File: config.mk
export PLATFORM = sky130hd
export DESIGN_NAME = bounded_deque_with_search_unit
export DESIGN_NICKNAME = d
export VERILOG_FILES = /design/src/rtl/core/bdq_pkg.sv /design/src/rtl/core/bounded_deque_with_search_unit.sv /design/src/rtl/core/bdq_store.sv
export SDC_FILE = /design/constraint.sdc
export NUM_CORES = 1
export LEC_CHECK = 0
export BUFFER_PORTS_ARGS = -buffer_cell sky130_fd_sc_hd__buf_4
export CORE_UTILIZATION = 35
export DETAILED_ROUTE_END_ITERATION = 10
export PLACE_DENSITY = 0.49
export SLEW_MARGIN = 20
export SYNTH_ARGS = -nofsm -noshare
export SYNTH_HDL_FRONTEND = slang
export SYNTH_SLANG_ARGS = --single-unit
File: constraint.sdc
create_clock -name clk -period 4.7 [get_ports clk]
set_input_delay 0.94 -clock clk [delete_from_list [all_inputs] [get_ports clk]]
set_output_delay 0.94 -clock clk [all_outputs]
set_load 0.02 [all_outputs]
File: src/rtl/core/bdq_pkg.sv
// ============================================================================
// bdq_pkg
// Shared types, constants and index helpers for the bounded deque with search.
// ============================================================================
`default_nettype none

package bdq_pkg;

    localparam int DEPTH      = 16;
    localparam int DATA_WIDTH = 32;
    localparam int IDX_W      = (DEPTH > 1) ? $clog2(DEPTH) : 1;
    localparam int CNT_W      = $clog2(DEPTH + 1);
    localparam int SUM_W      = CNT_W + 1;
    localparam int OP_W       = 3;
    localparam int ST_W       = 2;

    typedef enum logic [OP_W-1:0] {
        OP_INS_FRONT = 3'd0,
        OP_INS_BACK  = 3'd1,
        OP_DEL_FRONT = 3'd2,
        OP_DEL_BACK  = 3'd3,
        OP_SEARCH    = 3'd4
    } op_t;

    localparam logic [ST_W-1:0] ST_OK    = 2'd0;
    localparam logic [ST_W-1:0] ST_EMPTY = 2'd1;
    localparam logic [ST_W-1:0] ST_FULL  = 2'd2;

    typedef enum logic [2:0] {
        S_IDLE   = 3'b001,
        S_EXEC   = 3'b010,
        S_SEARCH = 3'b100
    } state_t;

    typedef struct packed {
        logic             we;
        logic [IDX_W-1:0] waddr;
        logic             re;
        logic [IDX_W-1:0] raddr;
    } store_ctrl_t;

    // base < DEPTH and off < DEPTH, so one conditional subtract wraps it
    function automatic logic [IDX_W-1:0] wrap_add(input logic [IDX_W-1:0] base,
                                                  input logic [CNT_W-1:0] off);
        logic [SUM_W-1:0] s;
        s = SUM_W'(base) + SUM_W'(off);
        if (s >= SUM_W'(DEPTH))
        begin
            s = s - SUM_W'(DEPTH);
        end
        return s[IDX_W-1:0];
    endfunction

    function automatic logic [IDX_W-1:0] wrap_dec(input logic [IDX_W-1:0] idx);
        logic [IDX_W-1:0] r;
        if (idx == '0)
        begin
            r = IDX_W'(DEPTH - 1);
        end
        else
        begin
            r = idx - IDX_W'(1);
        end
        return r;
    endfunction

endpackage

`default_nettype wire

File: src/rtl/core/bounded_deque_with_search_unit.sv
// ============================================================================
// bounded_deque_with_search_unit
// Bounded deque of signed values in a ring buffer, with linear key search.
// ============================================================================
// Usage:
//   Command channel: drive operation and value and raise start; the
//   transaction is taken at the clock edge where start is high and busy is
//   low. busy stays high until the result has been issued.
//   Result channel: done pulses for one cycle with status, position and
//   count valid in that cycle. The receiver cannot stall it.
//   Insert, delete and unknown codes are handled in the execute state, which
//   issues done; busy drops as done rises, so the next transaction can be
//   taken at the edge that ends the done cycle.
//   A search walks the stored entries one per cycle through the memory read
//   port and a single comparator. It ends at the first match, position p,
//   or after the last of the N entries held when the key is absent (with no
//   read on an empty list). The full depth is 16 entries.
//   Reset: front pointer and count clear to zero, sequencer goes idle; the
//   entry memory is not cleared, an entry is read only after it is written.
// ============================================================================
`default_nettype none

module bounded_deque_with_search_unit
    import bdq_pkg::*;
(
    input  wire logic                         clk,
    input  wire logic                         rst_n,
    input  wire logic                         start,
    output logic                              busy,
    input  wire logic        [OP_W-1:0]       operation,
    input  wire logic signed [DATA_WIDTH-1:0] value,
    output logic                              done,
    output logic             [ST_W-1:0]       status,
    output logic             [CNT_W-1:0]      position,
    output logic             [CNT_W-1:0]      count
);

    state_t                state_reg, state_next;
    op_t                   op_reg, op_next;
    logic [DATA_WIDTH-1:0] key_reg, key_next;
    logic [IDX_W-1:0]      front_reg, front_next;
    logic [CNT_W-1:0]      count_reg, count_next;
    logic [CNT_W-1:0]      scan_reg, scan_next;
    logic                  rd_valid_reg, rd_valid_next;
    logic [CNT_W-1:0]      rd_pos_reg, rd_pos_next;
    logic                  done_reg, done_next;
    logic [ST_W-1:0]       status_reg, status_next;
    logic [CNT_W-1:0]      position_reg, position_next;

    store_ctrl_t           sctrl;
    logic [DATA_WIDTH-1:0] rdata;
    logic                  is_full;
    logic                  is_empty;

    bdq_store u_store (
        .clk   (clk),
        .ctrl  (sctrl),
        .wdata (key_reg),
        .rdata (rdata)
    );

    assign is_full  = (count_reg == CNT_W'(DEPTH));
    assign is_empty = (count_reg == '0);

    always_comb
    begin
        state_next    = state_reg;
        op_next       = op_reg;
        key_next      = key_reg;
        front_next    = front_reg;
        count_next    = count_reg;
        scan_next     = scan_reg;
        rd_valid_next = rd_valid_reg;
        rd_pos_next   = rd_pos_reg;
        done_next     = 1'b0;
        status_next   = status_reg;
        position_next = position_reg;
        sctrl         = '0;

        case (state_reg)
            S_IDLE:
            begin
                if (start)
                begin
                    op_next       = op_t'(operation);
                    key_next      = $unsigned(value);
                    scan_next     = '0;
                    rd_valid_next = 1'b0;
                    if (op_t'(operation) == OP_SEARCH)
                    begin
                        state_next = S_SEARCH;
                    end
                    else
                    begin
                        state_next = S_EXEC;
                    end
                end
            end

            S_EXEC:
            begin
                status_next   = ST_OK;
                position_next = '0;
                done_next     = 1'b1;
                state_next    = S_IDLE;
                case (op_reg)
                    OP_INS_FRONT:
                    begin
                        if (is_full)
                        begin
                            status_next = ST_FULL;
                        end
                        else
                        begin
                            front_next  = wrap_dec(front_reg);
                            sctrl.we    = 1'b1;
                            sctrl.waddr = wrap_dec(front_reg);
                            count_next  = count_reg + CNT_W'(1);
                        end
                    end
                    OP_INS_BACK:
                    begin
                        if (is_full)
                        begin
                            status_next = ST_FULL;
                        end
                        else
                        begin
                            sctrl.we    = 1'b1;
                            sctrl.waddr = wrap_add(front_reg, count_reg);
                            count_next  = count_reg + CNT_W'(1);
                        end
                    end
                    OP_DEL_FRONT:
                    begin
                        if (is_empty)
                        begin
                            status_next = ST_EMPTY;
                        end
                        else
                        begin
                            front_next = wrap_add(front_reg, CNT_W'(1));
                            count_next = count_reg - CNT_W'(1);
                        end
                    end
                    OP_DEL_BACK:
                    begin
                        if (is_empty)
                        begin
                            status_next = ST_EMPTY;
                        end
                        else
                        begin
                            count_next = count_reg - CNT_W'(1);
                        end
                    end
                    default:
                    begin
                        status_next = ST_OK;
                    end
                endcase
            end

            S_SEARCH:
            begin
                // read issued one cycle, compared the next
                if (rd_valid_reg && (rdata == key_reg))
                begin
                    status_next   = ST_OK;
                    position_next = rd_pos_reg;
                    done_next     = 1'b1;
                    state_next    = S_IDLE;
                end
                else if ((scan_reg == count_reg) && !rd_valid_reg)
                begin
                    status_next   = ST_OK;
                    position_next = '0;
                    done_next     = 1'b1;
                    state_next    = S_IDLE;
                end
                else if (scan_reg < count_reg)
                begin
                    sctrl.re      = 1'b1;
                    sctrl.raddr   = wrap_add(front_reg, scan_reg);
                    scan_next     = scan_reg + CNT_W'(1);
                    rd_valid_next = 1'b1;
                    rd_pos_next   = scan_reg + CNT_W'(1);
                end
                else
                begin
                    rd_valid_next = 1'b0;
                end
            end

            default:
            begin
                state_next = S_IDLE;
            end
        endcase
    end

    always_ff @(posedge clk or negedge rst_n)
    begin
        if (!rst_n)
        begin
            state_reg    <= S_IDLE;
            front_reg    <= '0;
            count_reg    <= '0;
            scan_reg     <= '0;
            rd_valid_reg <= 1'b0;
            done_reg     <= 1'b0;
        end
        else
        begin
            state_reg    <= state_next;
            front_reg    <= front_next;
            count_reg    <= count_next;
            scan_reg     <= scan_next;
            rd_valid_reg <= rd_valid_next;
            done_reg     <= done_next;
        end
    end

    always_ff @(posedge clk)
    begin
        op_reg       <= op_next;
        key_reg      <= key_next;
        rd_pos_reg   <= rd_pos_next;
        status_reg   <= status_next;
        position_reg <= position_next;
    end

    assign busy     = (state_reg != S_IDLE);
    assign done     = done_reg;
    assign status   = status_reg;
    assign position = position_reg;
    assign count    = count_reg;

    a_count_bound: assert property (@(posedge clk) disable iff (!rst_n)
        count_reg <= CNT_W'(DEPTH))
        else $error("entry count above depth");

    a_busy_after_accept: assert property (@(posedge clk) disable iff (!rst_n)
        (start && !busy) |=> busy)
        else $error("busy not raised after accepted transaction");

    a_done_from_work: assert property (@(posedge clk) disable iff (!rst_n)
        done_reg |-> ($past(state_reg) != S_IDLE))
        else $error("result issued without work in progress");

    a_pos_in_range: assert property (@(posedge clk) disable iff (!rst_n)
        (done_reg && (position_reg != '0)) |-> (position_reg <= count_reg))
        else $error("search position beyond held entries");

    a_full_status: assert property (@(posedge clk) disable iff (!rst_n)
        (done_reg && (status_reg == ST_FULL)) |-> is_full)
        else $error("full status with room left");

endmodule

`default_nettype wire

File: src/rtl/core/bdq_store.sv
// ============================================================================
// bdq_store
// Entry memory: one write port, one read port with registered read data.
// ============================================================================
`default_nettype none

module bdq_store
    import bdq_pkg::*;
(
    input  wire logic                  clk,
    input  wire store_ctrl_t           ctrl,
    input  wire logic [DATA_WIDTH-1:0] wdata,
    output logic      [DATA_WIDTH-1:0] rdata
);

    logic [DATA_WIDTH-1:0] mem [DEPTH];
    logic [DATA_WIDTH-1:0] rdata_reg;

    always_ff @(posedge clk)
    begin
        if (ctrl.we)
        begin
            mem[ctrl.waddr] <= wdata;
        end
    end

    always_ff @(posedge clk)
    begin
        if (ctrl.re)
        begin
            rdata_reg <= mem[ctrl.raddr];
        end
    end

    assign rdata = rdata_reg;

endmodule

`default_nettype wire
==> out/summary.txt <==
Status: finished clean
Buffers on Ports: 51
Clock H-tree levels: 3
Diode count: 0
CTS buffer count: 71
Metal-1 WL: 28,100 µm
CP bufs+invs: 2
Ys flop type: edfxtp_1
Number of global-route vias before repair: 13,900
Initial core utilization: 35.5%
Crit Path Max Fanout: 16
Boundary Pins: 52
Layout cells sized above 1: 21.2%
Largest net degree at the start of global routing: 47
Root Driver: clkbuf_16
CP arrival: 4160 ps
Min cycle time layout: 3870 ps
Total power divided by cell area: 507 nW/µm²
Yosys top cell by area: edfxtp_1
Postcts setup bufs: 0
RSZ-0062 raised after global routing: false
Clk_lat worst skew: 610 ps
Sequential share of the synthesized area: 74.4%
Total negative slack: 0 ps
Residual DRC: 0
CP top delay family: simple AND/OR/NAND/NOR gates
Post-CTS resize count: 0
Number of flip-flops under the largest register name: 512
Router iterations before antenna repair: 6
Die area: 71,000 µm²
Slowest stage delay, CP: 700 ps
Wire length on met3: 2970 µm
Core area: 68,900 µm²
Hold-fix buffers, CTS: 0
Worst-path clk slew: 60 ps
Setup-failing EPs final: 0
Peak supply drop: 0.219 mV
Startpoint types: register
Placed Cells: 2,390
Tcrit/Tclk final: 82.4%
GPL Wtd Cong: 0.793
DR vias: 13,300
Max Clk Rate: 258 MHz
Setup Crit Path Kind: register to register
Synth area leaders: edfxtp_1 72%, mux4_2 3.7%, mux2i_1 2.2%, dfrtp_1 1.8%, mux2_2 1.7%
CP endpoint kind: register
CTS tree: yes
Post-layout worst setup margin: 826 ps
Top cell type's share of synthesized area: 72.5%
Final Max Slew Viols: 0
Relative slew margins: 23.4%
Cell area after synthesis: 24,500 µm²
Area delta synth->final: 16.5%
LEAKAGE: 9.44 nW
Area of the multi-input gates: 5970 µm²
Cell Chain, Critical Path: inv_1, ha_1, a21oi_1, o31ai_1, nor2_1, a2111oi_1, nand3b_1, nor2_4, buf_4
Die H: 267 µm
Total Nets Final: 1,590
Worst Skew: 30.6 ps
Least-Margin Pin Slew: 1150 ps
Routed length on met2: 31,400 µm
Syn Inst Count: 1,424
Netlist cell types: 67
Endpoints failing hold: 0
Max stage delay cell, worst path: nor2_4
Routed Wire Length: 63,900 µm
#FFs+latches synth: 610
Max cap viols: 0
Synth warn: 0
Sequential Area: 18,200 µm²
Mapped Nets: 1,482
Vias per std cell: 5.29
Top Layer Used: met5
Mean Syn Cell Area: 17.2 µm²
Initial antenna violation count: 1
Req. time, crit path: 4980 ps
DP Worst Slack: 674 ps
All-Layer GR Usage: 18.4%
First-pass GRT wire length: 94,600 µm
Hold WC Path Type: input port to async pin
Async S/R FF share, synth: 3.11%
Fill count: 6,254
Total congestion overflow: 0
Clk sinks: 610
Clock tree buffer depth: 3
Routed len/inst: 25.5 µm
DP Wirelength: 36,800 µm
EDFF count, synth: 591
Die W: 267 µm
Post-Layout Cell Count: 2,512
Initial DRC Count: 948
Rows: 96
Routed Antenna Nets: 0
==> cell families after synthesis <==
| group | after synthesis | synth area share, % |
|---|---|---|
| DFF | 610 | 74.4 |
| AOI/OAI and AO/OA | 264 | 7.58 |
| and+or+nand+nor | 259 | 5.60 |
| muxes | 131 | 7.59 |
| buffers and inverters | 91 | 1.92 |
| xor gates and xnor gates | 49 | 1.78 |
| adders and majority gates | 20 | 1.11 |
==> worst register-to-register path, delay by kind of cell (launching register included) <==
family	cells	cell delay, ps
adder cells (fa/ha/maj)	1	270
AND/OR/NAND/NOR	3	1270
flip-flops	1	480
AO/OA/AOI/OAI	3	1010
buffers and inverters	2	530
==> synth_stat cells, drive strengths merged (2+ instances only) <==
cell     count
a211oi      32
a21o         6
a21oi       22
a22o         3
a31oi        3
a32oi        2
and2         6
and3         4
buf         49
clkbuf      26
dfrtp       18
edfxtp     591
fa           3
ha          17
inv         16
mux2        37
mux2i       54
mux4        40
nand2       62
nand2b       3
nand3       28
nand3b       6
nand4       38
nand4bb      2
nor2        66
nor2b        3
nor3         6
nor4        11
o211a       13
o211ai      30
o21ai       64
o21bai       3
o221a        5
o221ai       7
o22a        25
o22ai       41
o31ai        4
or2          7
or3         12
xnor2       41
xor2         8
==> layout by cell type (no fill, tap or decap), types with 12 or more instances in the layout <==
cell type / instances
a211oi_1: 31
a21oi_1: 22
buf_4: 103
clkbuf_1: 18
clkbuf_16: 74
dfrtp_1: 18
edfxtp_1: 591
ha_1: 16
inv_1: 16
mux2_2: 37
mux2i_1: 54
mux4_2: 40
nand2_1: 60
nand3_1: 25
nand4_1: 37
nor2_1: 46
nor2_4: 18
o211a_1: 13
o211ai_1: 28
o21ai_0: 61
o22a_1: 25
o22ai_1: 41
or3_1: 12
xnor2_1: 40
==> power breakdown <==
group | switching, mW | internal, mW | leakage, nW | total (mW)
Clock | 2.15 | 3.13 | 1.08 | 5.27
Sequential | 0.166 | 6.09 | 5.57 | 6.26
Combinational | 1.77 | 1.16 | 2.79 | 2.93
Total | 4.09 | 10.4 | 9.44 | 14.5
==> routing by layer <==
layer,global-route usage [%],vias to the layer above
met3,3.02,97
met4,5.75,2
met1,24.5,6933
met2,30.7,314
met5,0,-
li1,-,5931
==> through the flow <==
stage / cell area (µm²) / util (%) / hold slack [ps] / power (mW)
4_1_cts: 28500 / 41.4 / 191 / 14.6
6_report: 28500 / 41.4 / 221 / 14.5
5_1_grt: 28500 / 41.4 / 213 / 15.1
3_5_place_dp: 26300 / 38.2 / 506 / 9.34
3_3_place_gp: 26300 / 38.2 / 505 / 9.33
2_1_floorplan: 24500 / - / 497 / 8.37
==> cell type report <==
type	instances	share of cell area, %
Sequential cell	610	63.9
Multi-Input combinational cell	723	20.9
Clock buffer	94	6.82
Tap cell	931	4.08
Timing Repair Buffer	110	3.20
Clock inverter	28	0.908
Inverter	16	0.210
==> final timing paths <==
check	startpoint	endpoint	slack [ps]	cells after the start
max	front_reg[1]$_DFFE_PN0P_	u_store.mem[11][22]$_DFFE_PP_	830	9
max in group asynchronous	rst_n	state_reg[0]$_DFFE_PN1P_	4190	1
min in group clk	value[6]	key_reg[6]$_DFFE_PP_	510	1
min	rst_n	rd_valid_reg$_DFFE_PN0P_	220	1
max reg2reg	front_reg[1]$_DFFE_PN0P_	u_store.mem[11][22]$_DFFE_PP_	830	9
min reg2reg	rd_pos_reg[0]$_DFFE_PP_	position[0]$_SDFFCE_PN0P_	520	1
Power figures use the tool's default switching activity.
